**src/ata_pio_transfer_sequencer_core_macros.svh**
```systemverilog
// ----------------------------------------------------------------------------
// ATA PIO transfer sequencer assertion macros
// Immediate-implication and next-cycle-implication checks on aclk/aresetn.
// ----------------------------------------------------------------------------
`ifndef ATA_PIO_TRANSFER_SEQUENCER_CORE_MACROS_SVH
`define ATA_PIO_TRANSFER_SEQUENCER_CORE_MACROS_SVH

`ifndef NO_ASSERTIONS
`define APIO_ASSERT_NOW(label, ante, cons, msg) \
    label: assert property (@(posedge aclk) disable iff (!aresetn) (ante) |-> (cons)) \
        else $error(msg);
`define APIO_ASSERT_NEXT(label, ante, cons, msg) \
    label: assert property (@(posedge aclk) disable iff (!aresetn) (ante) |=> (cons)) \
        else $error(msg);
`else
`define APIO_ASSERT_NOW(label, ante, cons, msg)
`define APIO_ASSERT_NEXT(label, ante, cons, msg)
`endif

`endif

```
**src/atapio_seq_pkg.sv**
```systemverilog
// ----------------------------------------------------------------------------
// ATA PIO transfer sequencer package
// Transfer types, phase encoding, op/kind/result codes and task-file constants.
// ----------------------------------------------------------------------------
package atapio_seq_pkg;

    typedef struct packed {
        logic [1:0]  op;
        logic        secondary_bus;
        logic        slave_drive;
        logic [27:0] lba;
        logic [15:0] sector_count;
        logic        write_dir;
        logic [7:0]  status_byte;
        logic [15:0] data_word;
    } in_item_t;

    typedef struct packed {
        logic [2:0]  kind;
        logic        channel;
        logic [2:0]  reg_index;
        logic [15:0] value;
        logic [2:0]  result_code;
        logic        needs_reset;
        logic        last;
    } out_item_t;

    typedef enum logic [2:0] {
        PH_IDLE  = 3'd0,
        PH_BUSY  = 3'd1,
        PH_DRQ   = 3'd2,
        PH_DATA  = 3'd3,
        PH_FLUSH = 3'd4
    } phase_t;

    localparam logic [1:0] OP_START  = 2'd0;
    localparam logic [1:0] OP_STATUS = 2'd1;
    localparam logic [1:0] OP_DATA   = 2'd2;

    localparam logic [2:0] KIND_REG_WR     = 3'd0;
    localparam logic [2:0] KIND_STATUS_REQ = 3'd1;
    localparam logic [2:0] KIND_DATA       = 3'd2;
    localparam logic [2:0] KIND_DONE       = 3'd3;
    localparam logic [2:0] KIND_SECTOR_RDY = 3'd4;

    localparam logic [2:0] RC_OK         = 3'd0;
    localparam logic [2:0] RC_OUTSIDE    = 3'd1;
    localparam logic [2:0] RC_BAD_COUNT  = 3'd2;
    localparam logic [2:0] RC_STUCK_BUSY = 3'd3;
    localparam logic [2:0] RC_DRIVE_ERR  = 3'd4;
    localparam logic [2:0] RC_NO_DATA    = 3'd5;
    localparam logic [2:0] RC_FLUSH_FAIL = 3'd6;

    localparam logic [2:0] TF_DATA     = 3'd0;
    localparam logic [2:0] TF_FEATURES = 3'd1;
    localparam logic [2:0] TF_COUNT    = 3'd2;
    localparam logic [2:0] TF_LBA_LO   = 3'd3;
    localparam logic [2:0] TF_LBA_MID  = 3'd4;
    localparam logic [2:0] TF_LBA_HI   = 3'd5;
    localparam logic [2:0] TF_DRIVE    = 3'd6;
    localparam logic [2:0] TF_COMMAND  = 3'd7;

    localparam logic [7:0] CMD_READ  = 8'h20;
    localparam logic [7:0] CMD_WRITE = 8'h30;
    localparam logic [7:0] CMD_FLUSH = 8'hE7;

    localparam logic [3:0] DRV_MASTER = 4'hE;
    localparam logic [3:0] DRV_SLAVE  = 4'hF;

    localparam int ST_BSY = 7;
    localparam int ST_DF  = 5;
    localparam int ST_DRQ = 3;
    localparam int ST_ERR = 0;

    localparam logic [1:0] CFG_BASE_LBA   = 2'd0;
    localparam logic [1:0] CFG_PART_SECT  = 2'd1;
    localparam logic [1:0] CFG_POLL_LIMIT = 2'd2;

    localparam logic [23:0] POLL_LIMIT_RESET = 24'd1000000;

    localparam int WORDS_PER_SECTOR = 256;
    localparam int WORD_IDX_W       = $clog2(WORDS_PER_SECTOR);
    localparam int QUEUE_DEPTH      = 8;
    localparam int QUEUE_CNT_W      = $clog2(QUEUE_DEPTH + 1);

endpackage

```
**src/ata_pio_transfer_sequencer_core.sv**
```systemverilog
// ----------------------------------------------------------------------------
// ATA PIO LBA28 transfer sequencer
// Host-side command, status-poll and data-word sequencing for PIO transfers.
// ----------------------------------------------------------------------------
// Each input transfer is decoded combinationally and its results (up to
// eight) are loaded into an eight-entry output queue that drains one result
// per cycle while m_ready is high. A new input is taken whenever the queue is
// empty or its final entry is leaving, so status samples and data words that
// yield a single result sustain one transfer per clock while m_ready is high;
// an accepted start request that passes its range and count checks fills the
// queue with eight results, and the next input is taken together with the
// eighth result. Configuration writes are always accepted (cfg_ready is high).
`include "ata_pio_transfer_sequencer_core_macros.svh"

module ata_pio_transfer_sequencer_core
    import atapio_seq_pkg::*;
#(
    parameter int MAX_SECTORS = 256
) (
    input  logic        aclk,
    input  logic        aresetn,
    input  logic        cfg_valid,
    output logic        cfg_ready,
    input  logic [1:0]  cfg_index,
    input  logic [28:0] cfg_data,
    input  logic        s_valid,
    output logic        s_ready,
    input  in_item_t    s_data,
    output logic        m_valid,
    input  logic        m_ready,
    output out_item_t   m_data
);

    localparam int SECT_W = $clog2(MAX_SECTORS + 1);
    localparam logic [16:0] MaxCount = 17'(MAX_SECTORS);
    localparam logic [WORD_IDX_W-1:0] LastWord = WORD_IDX_W'(WORDS_PER_SECTOR - 1);

    logic [27:0] base_lba_reg;
    logic [28:0] part_sect_reg;
    logic [23:0] poll_limit_reg;

    phase_t                phase_reg, phase_next;
    logic                  write_mode_reg, write_mode_next;
    logic                  bus_sel_reg, bus_sel_next;
    logic [SECT_W-1:0]     sectors_left_reg, sectors_left_next;
    logic [WORD_IDX_W-1:0] word_index_reg, word_index_next;
    logic [23:0]           spin_count_reg, spin_count_next;

    out_item_t             queue_reg  [QUEUE_DEPTH];
    out_item_t             queue_next [QUEUE_DEPTH];
    logic [QUEUE_CNT_W-1:0] cnt_reg, cnt_next;

    out_item_t             load_items [QUEUE_DEPTH];
    logic [QUEUE_CNT_W-1:0] load_cnt;

    logic        s_fire;
    logic        m_fire;
    logic [28:0] range_end;
    logic [27:0] abs_lba;
    logic [7:0]  drive_sel;
    logic        spin_ok;
    logic [SECT_W-1:0] sect_dec;

    function automatic out_item_t mk_item(input logic [2:0] kind, input logic chan,
                                          input logic [2:0] ridx, input logic [15:0] val,
                                          input logic [2:0] code);
        out_item_t r;
        r.kind        = kind;
        r.channel     = chan;
        r.reg_index   = ridx;
        r.value       = val;
        r.result_code = code;
        r.needs_reset = (kind == KIND_DONE) && (code >= RC_STUCK_BUSY);
        r.last        = 1'b0;
        return r;
    endfunction

    assign cfg_ready = 1'b1;
    assign s_fire    = s_valid && s_ready;
    assign m_fire    = m_valid && m_ready;
    assign m_valid   = (cnt_reg != '0);
    assign s_ready   = (cnt_reg == '0) || ((cnt_reg == QUEUE_CNT_W'(1)) && m_ready);
    assign m_data    = queue_reg[0];

    assign range_end = 29'(s_data.lba) + 29'(s_data.sector_count);
    assign abs_lba   = s_data.lba + base_lba_reg;
    assign drive_sel = {(s_data.slave_drive ? DRV_SLAVE : DRV_MASTER), abs_lba[27:24]};
    assign spin_ok   = (spin_count_reg < poll_limit_reg);
    assign sect_dec  = (sectors_left_reg != '0) ? sectors_left_reg - SECT_W'(1)
                                                 : sectors_left_reg;

    always_comb begin
        phase_next        = phase_reg;
        write_mode_next   = write_mode_reg;
        bus_sel_next      = bus_sel_reg;
        sectors_left_next = sectors_left_reg;
        word_index_next   = word_index_reg;
        spin_count_next   = spin_count_reg;
        load_cnt          = '0;
        for (int i = 0; i < QUEUE_DEPTH; i++) begin
            load_items[i] = '0;
        end

        if (s_fire) begin
            case (s_data.op)
                OP_START: begin
                    if (phase_reg == PH_IDLE) begin
                        bus_sel_next = s_data.secondary_bus;
                        if ((part_sect_reg != '0) && (range_end > part_sect_reg)) begin
                            load_items[0] = mk_item(KIND_DONE, bus_sel_next, TF_DATA, '0,
                                                    RC_OUTSIDE);
                            load_cnt = QUEUE_CNT_W'(1);
                        end else if ((s_data.sector_count == '0) ||
                                     ({1'b0, s_data.sector_count} > MaxCount)) begin
                            load_items[0] = mk_item(KIND_DONE, bus_sel_next, TF_DATA, '0,
                                                    RC_BAD_COUNT);
                            load_cnt = QUEUE_CNT_W'(1);
                        end else begin
                            load_items[0] = mk_item(KIND_REG_WR, bus_sel_next, TF_DRIVE,
                                                    {8'h00, drive_sel}, RC_OK);
                            load_items[1] = mk_item(KIND_REG_WR, bus_sel_next, TF_FEATURES,
                                                    '0, RC_OK);
                            load_items[2] = mk_item(KIND_REG_WR, bus_sel_next, TF_COUNT,
                                                    {8'h00, s_data.sector_count[7:0]}, RC_OK);
                            load_items[3] = mk_item(KIND_REG_WR, bus_sel_next, TF_LBA_LO,
                                                    {8'h00, abs_lba[7:0]}, RC_OK);
                            load_items[4] = mk_item(KIND_REG_WR, bus_sel_next, TF_LBA_MID,
                                                    {8'h00, abs_lba[15:8]}, RC_OK);
                            load_items[5] = mk_item(KIND_REG_WR, bus_sel_next, TF_LBA_HI,
                                                    {8'h00, abs_lba[23:16]}, RC_OK);
                            load_items[6] = mk_item(KIND_REG_WR, bus_sel_next, TF_COMMAND,
                                                    {8'h00, (s_data.write_dir ? CMD_WRITE
                                                                              : CMD_READ)},
                                                    RC_OK);
                            load_items[7] = mk_item(KIND_STATUS_REQ, bus_sel_next, TF_COMMAND,
                                                    '0, RC_OK);
                            load_cnt          = QUEUE_CNT_W'(8);
                            write_mode_next   = s_data.write_dir;
                            sectors_left_next = s_data.sector_count[SECT_W-1:0];
                            word_index_next   = '0;
                            spin_count_next   = '0;
                            phase_next        = PH_BUSY;
                        end
                    end
                end
                OP_STATUS: begin
                    case (phase_reg)
                        PH_BUSY: begin
                            load_cnt = QUEUE_CNT_W'(1);
                            if (s_data.status_byte[ST_BSY]) begin
                                if (spin_ok) begin
                                    spin_count_next = spin_count_reg + 24'd1;
                                    load_items[0] = mk_item(KIND_STATUS_REQ, bus_sel_reg,
                                                            TF_COMMAND, '0, RC_OK);
                                end else begin
                                    phase_next    = PH_IDLE;
                                    load_items[0] = mk_item(KIND_DONE, bus_sel_reg, TF_DATA,
                                                            '0, RC_STUCK_BUSY);
                                end
                            end else begin
                                spin_count_next = '0;
                                phase_next      = PH_DRQ;
                                load_items[0]   = mk_item(KIND_STATUS_REQ, bus_sel_reg,
                                                          TF_COMMAND, '0, RC_OK);
                            end
                        end
                        PH_DRQ: begin
                            load_cnt = QUEUE_CNT_W'(1);
                            if (!s_data.status_byte[ST_DRQ] && !s_data.status_byte[ST_ERR]
                                && spin_ok) begin
                                spin_count_next = spin_count_reg + 24'd1;
                                load_items[0] = mk_item(KIND_STATUS_REQ, bus_sel_reg,
                                                        TF_COMMAND, '0, RC_OK);
                            end else if (s_data.status_byte[ST_ERR] ||
                                         s_data.status_byte[ST_DF]) begin
                                phase_next    = PH_IDLE;
                                load_items[0] = mk_item(KIND_DONE, bus_sel_reg, TF_DATA,
                                                        '0, RC_DRIVE_ERR);
                            end else if (!s_data.status_byte[ST_DRQ]) begin
                                phase_next    = PH_IDLE;
                                load_items[0] = mk_item(KIND_DONE, bus_sel_reg, TF_DATA,
                                                        '0, RC_NO_DATA);
                            end else begin
                                word_index_next = '0;
                                phase_next      = PH_DATA;
                                load_items[0]   = mk_item(KIND_SECTOR_RDY, bus_sel_reg,
                                                          TF_DATA, '0, RC_OK);
                            end
                        end
                        PH_FLUSH: begin
                            load_cnt = QUEUE_CNT_W'(1);
                            if (s_data.status_byte[ST_BSY] && spin_ok) begin
                                spin_count_next = spin_count_reg + 24'd1;
                                load_items[0] = mk_item(KIND_STATUS_REQ, bus_sel_reg,
                                                        TF_COMMAND, '0, RC_OK);
                            end else if (s_data.status_byte[ST_BSY] ||
                                         s_data.status_byte[ST_ERR] ||
                                         s_data.status_byte[ST_DF]) begin
                                phase_next    = PH_IDLE;
                                load_items[0] = mk_item(KIND_DONE, bus_sel_reg, TF_DATA,
                                                        '0, RC_FLUSH_FAIL);
                            end else begin
                                phase_next    = PH_IDLE;
                                load_items[0] = mk_item(KIND_DONE, bus_sel_reg, TF_DATA,
                                                        '0, RC_OK);
                            end
                        end
                        default: begin
                        end
                    endcase
                end
                OP_DATA: begin
                    if (phase_reg == PH_DATA) begin
                        load_items[0] = mk_item(KIND_DATA, bus_sel_reg, TF_DATA,
                                                s_data.data_word, RC_OK);
                        load_cnt = QUEUE_CNT_W'(1);
                        if (word_index_reg == LastWord) begin
                            word_index_next   = '0;
                            spin_count_next   = '0;
                            sectors_left_next = sect_dec;
                            load_cnt          = QUEUE_CNT_W'(2);
                            if (sect_dec != '0) begin
                                phase_next    = PH_BUSY;
                                load_items[1] = mk_item(KIND_STATUS_REQ, bus_sel_reg,
                                                        TF_COMMAND, '0, RC_OK);
                            end else if (write_mode_reg) begin
                                phase_next    = PH_FLUSH;
                                load_items[1] = mk_item(KIND_REG_WR, bus_sel_reg, TF_COMMAND,
                                                        {8'h00, CMD_FLUSH}, RC_OK);
                                load_items[2] = mk_item(KIND_STATUS_REQ, bus_sel_reg,
                                                        TF_COMMAND, '0, RC_OK);
                                load_cnt      = QUEUE_CNT_W'(3);
                            end else begin
                                phase_next    = PH_IDLE;
                                load_items[1] = mk_item(KIND_DONE, bus_sel_reg, TF_DATA,
                                                        '0, RC_OK);
                            end
                        end else begin
                            word_index_next = word_index_reg + WORD_IDX_W'(1);
                        end
                    end
                end
                default: begin
                end
            endcase
        end

        for (int i = 0; i < QUEUE_DEPTH; i++) begin
            load_items[i].last = (load_cnt != '0) &&
                                 (QUEUE_CNT_W'(i) == load_cnt - QUEUE_CNT_W'(1));
        end
    end

    always_comb begin
        queue_next = queue_reg;
        cnt_next   = cnt_reg;
        if (s_fire) begin
            queue_next = load_items;
            cnt_next   = load_cnt;
        end else if (m_fire) begin
            for (int i = 0; i < QUEUE_DEPTH - 1; i++) begin
                queue_next[i] = queue_reg[i + 1];
            end
            cnt_next = cnt_reg - QUEUE_CNT_W'(1);
        end
    end

    always_ff @(posedge aclk) begin
        queue_reg <= queue_next;
        if (!aresetn) begin
            base_lba_reg     <= '0;
            part_sect_reg    <= '0;
            poll_limit_reg   <= POLL_LIMIT_RESET;
            phase_reg        <= PH_IDLE;
            write_mode_reg   <= 1'b0;
            bus_sel_reg      <= 1'b0;
            sectors_left_reg <= '0;
            word_index_reg   <= '0;
            spin_count_reg   <= '0;
            cnt_reg          <= '0;
        end else begin
            phase_reg        <= phase_next;
            write_mode_reg   <= write_mode_next;
            bus_sel_reg      <= bus_sel_next;
            sectors_left_reg <= sectors_left_next;
            word_index_reg   <= word_index_next;
            spin_count_reg   <= spin_count_next;
            cnt_reg          <= cnt_next;
            if (cfg_valid && cfg_ready) begin
                case (cfg_index)
                    CFG_BASE_LBA:   base_lba_reg   <= cfg_data[27:0];
                    CFG_PART_SECT:  part_sect_reg  <= cfg_data;
                    CFG_POLL_LIMIT: poll_limit_reg <= cfg_data[23:0];
                    default: begin
                    end
                endcase
            end
        end
    end

    `APIO_ASSERT_NOW(a_queue_bound, 1'b1, cnt_reg <= QUEUE_CNT_W'(QUEUE_DEPTH), "queue overfull")
    `APIO_ASSERT_NOW(a_final_last, m_valid && (cnt_reg == QUEUE_CNT_W'(1)), m_data.last, "final result without last")
    `APIO_ASSERT_NEXT(a_start_ignored, s_fire && (s_data.op == OP_START) && (phase_reg != PH_IDLE), cnt_reg == '0, "ignored start produced results")
    `APIO_ASSERT_NOW(a_sectors_live, (phase_reg == PH_BUSY) || (phase_reg == PH_DRQ) || (phase_reg == PH_DATA), sectors_left_reg != '0, "active transfer with no sectors left")

endmodule
```
**config.mk**
```make
export PLATFORM = sky130hd
export DESIGN_NAME = ata_pio_transfer_sequencer_core
export DESIGN_NICKNAME = d
export VERILOG_FILES = /design/src/atapio_seq_pkg.sv /design/src/ata_pio_transfer_sequencer_core.sv
export VERILOG_INCLUDE_DIRS = /design/src /design/src/src
export SDC_FILE = /design/constraint.sdc
export NUM_CORES = 1
export LEC_CHECK = 0
export ABC_AREA = 0
export BUFFER_PORTS_ARGS = -buffer_cell sky130_fd_sc_hd__buf_4
export CORE_UTILIZATION = 45
export CTS_BUF_LIST = sky130_fd_sc_hd__clkbuf_16
export DETAILED_ROUTE_END_ITERATION = 6
export PLACE_DENSITY_LB_ADDON = 0.15
export SLEW_MARGIN = 20
export SYNTH_ARGS = -nofsm -noshare
export SYNTH_HDL_FRONTEND = slang
export SYNTH_SLANG_ARGS = --single-unit
```
**constraint.sdc**
```tcl
create_clock -name aclk -period 13.36 [get_ports aclk]
set_clock_uncertainty 0.1 [all_clocks]
set_input_delay 1.336 -clock aclk [delete_from_list [all_inputs] [get_ports aclk]]
set_output_delay 1.336 -clock aclk [all_outputs]
set_load 0.005 [all_outputs]
```
==> impl_results.md <==
* CTS Buf Count at 28
* Top post-synthesis cells by area: edfxtp_1 (23%), dfxtp_1 (19%), ha_1 (9.4%)
* # resized after CTS at 0
* Flip-flop and latch count after synthesis at 238
* Post-Syn Instances at 1624
* CTS Hold Bufs at 0
* Top_reg_cell synth: dfxtp_1
* Vias after detailed routing at ~12000
* Worst vdd ir at 0.112 mV
* Initial antenna violation count at 1
* Drt drc at 0
* Sequential-to-total area share from yosys stat at 41.7%
* EDFF count, synth at 107
* Post-synthesis cell type count at 76
* Routability cong. at approximately 0.87
* I/O pin total at 140
* Max reg flops at 79
* Most common cell after layout, fill and taps aside: nand2_1
* Sink Count at between 200 and 250
* Worst Setup End Kind: register
* Die Y at 178 um
* Via/cell ratio at 5.58
* Grt ovf at 0
* Drt total wl at 36900 um
* Most frequent cells in the layout: nand2_1 (297), a21oi_1 (173), buf_4 (143)
* Slew @ Worst Pin at 1.05 ns
* Post-synthesis cell area at 14000 sq um
* Core region area at 30600 sq um
* Critical path type: input port to register
* Die area at 31800 sq um
* Final hold vios at 0
* Critical Path RT at 13.55 ns
* Max clock buf depth at 3
* Dpl hpwl at 27100 um
* Filler instances at 2947
* Largest net degree at the start of global routing at 98
* Final setup viols at 0
* CTS tree: built
* Wirelength per Cell at 17.4 um
* DRT antenna net count at 0
* Drt first pass iters at 6
* H-Tree Depth at 1
* Status: complete, no violations
* Setup TNS at 0 ns
* Top-area cell type share of the netlist area at 23.0%
* RSZ-0062 raised after global routing: false
* Layout Nets at 1918
* Fin crit period at 7.81 ns
* First DRT Iteration DRCs at about 720
* Syn_area_per_cell at 8.62 sq um
* Die Wd at around 180 um
* IO Port Bufs at around 130
* All-Layer GR Usage at 23.4%
* Class of the worst hold path: register to register
* Normalized max-slew margin at between 20% and 30%
* Area delta synth->final at 14.2%
* Max Clk Rate at 128 MHz
* Vias in the first global route at 11200
* Initial Util at 45.8%
* Critical path fanouts, max at 15
* Pwr/cell area at 151 nW/um^2
* Total of max-cap violations at 0
* Startpoint types: input port
* Share of layout cells above drive strength 1 at 12.2%
* Worst-skew pair later-pin latency at between 0.5 and 0.6 ns
* Global-route wire length before repair at between 50000 and 60000 um
* Root buf cell: clkbuf_16
* Post-CTS setup buffer count at 0
* Final core utilization at a little over half
* Synth async-reset ratio at 0%
* Worst-path clk slew at 0.06 ns
* Syn Nets at 1840
* CP arrival at 8.00 ns
* Tcrit/Tclk final at roughly three fifths
* Slew Viols, Final at 0
* Yosys warnings at 0
* Core Rows at 64
* Tot Pwr at 0.00241 W
* P_leak at 6.50 nW
* Dominant cell type by area after synthesis: edfxtp_1
==> critical path: stages <==
cell      delay, ns
buf_4          0.13
ha_1           0.17
inv_1          0.06
fa_1           0.39
nor2b_1        0.13
o21ai_0        0.11
a21boi_0       0.38
o21ai_0        0.27
o21a_1         0.27
a211oi_1       0.44
nand3_1        0.30
nor2_1         0.20
xor2_1         0.11
ha_1           0.31
nand4_1        0.08
nor3_1         0.38
a211oi_1       0.16
nor3_1         0.53
a21boi_2       0.18
nand2_1        0.49
inv_1          0.18
nand2_1        0.52
clkinv_1       0.45
or2_2          0.41
==> final timing paths <==
check        depth (start not counted)  slack, ns                         endpoint                             from
max reg2reg                         12       8.83          queue_reg[77]$_DFFE_PP_   part_sect_reg[28]$_SDFFE_PN0P_
min                                  2       0.35  poll_limit_reg[22]$_SDFFE_PN0P_  poll_limit_reg[22]$_SDFFE_PN0P_
max                                 24       5.55          queue_reg[77]$_DFFE_PP_                       s_data[25]
min reg2reg                          2       0.35  poll_limit_reg[22]$_SDFFE_PN0P_  poll_limit_reg[22]$_SDFFE_PN0P_
==> synthesized netlist by cell type, drive strengths merged, types with 8 or more instances <==
library cell  number
or2                8
a211oi             8
clkbuf            62
ha               105
nor4              15
xnor2             33
nand2b            21
and2              19
a22o               9
and3              34
inv               85
a21oi            173
nand4             18
xor2              21
o211ai            21
nor2              98
or4b              15
nor3              21
dfxtp            131
nand2            298
o21ai             89
buf               34
a21o              33
o31ai             19
nor2b              8
nand3             31
edfxtp           107
==> metrics by stage <==
stage	area [sq um]	hold slack, ns	instances	setup slack (ns)
6_report	16000	0.354	2120	5.55
5_1_grt	16000	0.369	2119	5.11
4_1_cts	16000	0.355	2118	5.72
3_5_place_dp	15100	0.348	2067	5.19
3_3_place_gp	15100	0.344	2067	5.32
2_1_floorplan	14000	0.332	1624	7.21
==> power breakdown <==
part	total, W	internal [W]	leakage (nW)	switching, W
registers	0.00107	0.00101	2.15	0.0000555
logic	0.000620	0.000253	3.92	0.000367
clock network	0.000722	0.000410	0.427	0.000312
==> cell families after synthesis <==
group | Yosys count | share of synthesized area (%)
AO/OA/AOI/OAI | 421 | 18.4
XOR/XNOR | 54 | 3.38
adder cells (fa/ha/maj) | 108 | 9.74
buffers and inverters | 182 | 5.69
flip-flops | 238 | 41.7
multiplexers | 4 | 0.295
other | 1 | 0.0268
AND/OR/NAND/NOR | 616 | 20.8
==> final cells by class <==
type                    count  area [sq um]  area share [%]
flip-flops and latches    238          5840            36.5
multi-input cells        1204          7380            46.2
repair buffers            144          1080            6.79
inverters                  86           324            2.03
clock inverters            22           134           0.838
diodes                      1          2.50          0.0157
clock buffers              29           726            4.54
well taps                 396           495            3.10
==> layer usage <==
layer,GRT usage (%),vias to the layer above,part of all wire [%]
met5,0,-,0
met4,6.50,0,2.7
met3,3.35,64,5.8
met2,40.6,338,49
met1,30.1,5501,43
li1,-,5921,-
(Power assumes the default switching activity.)
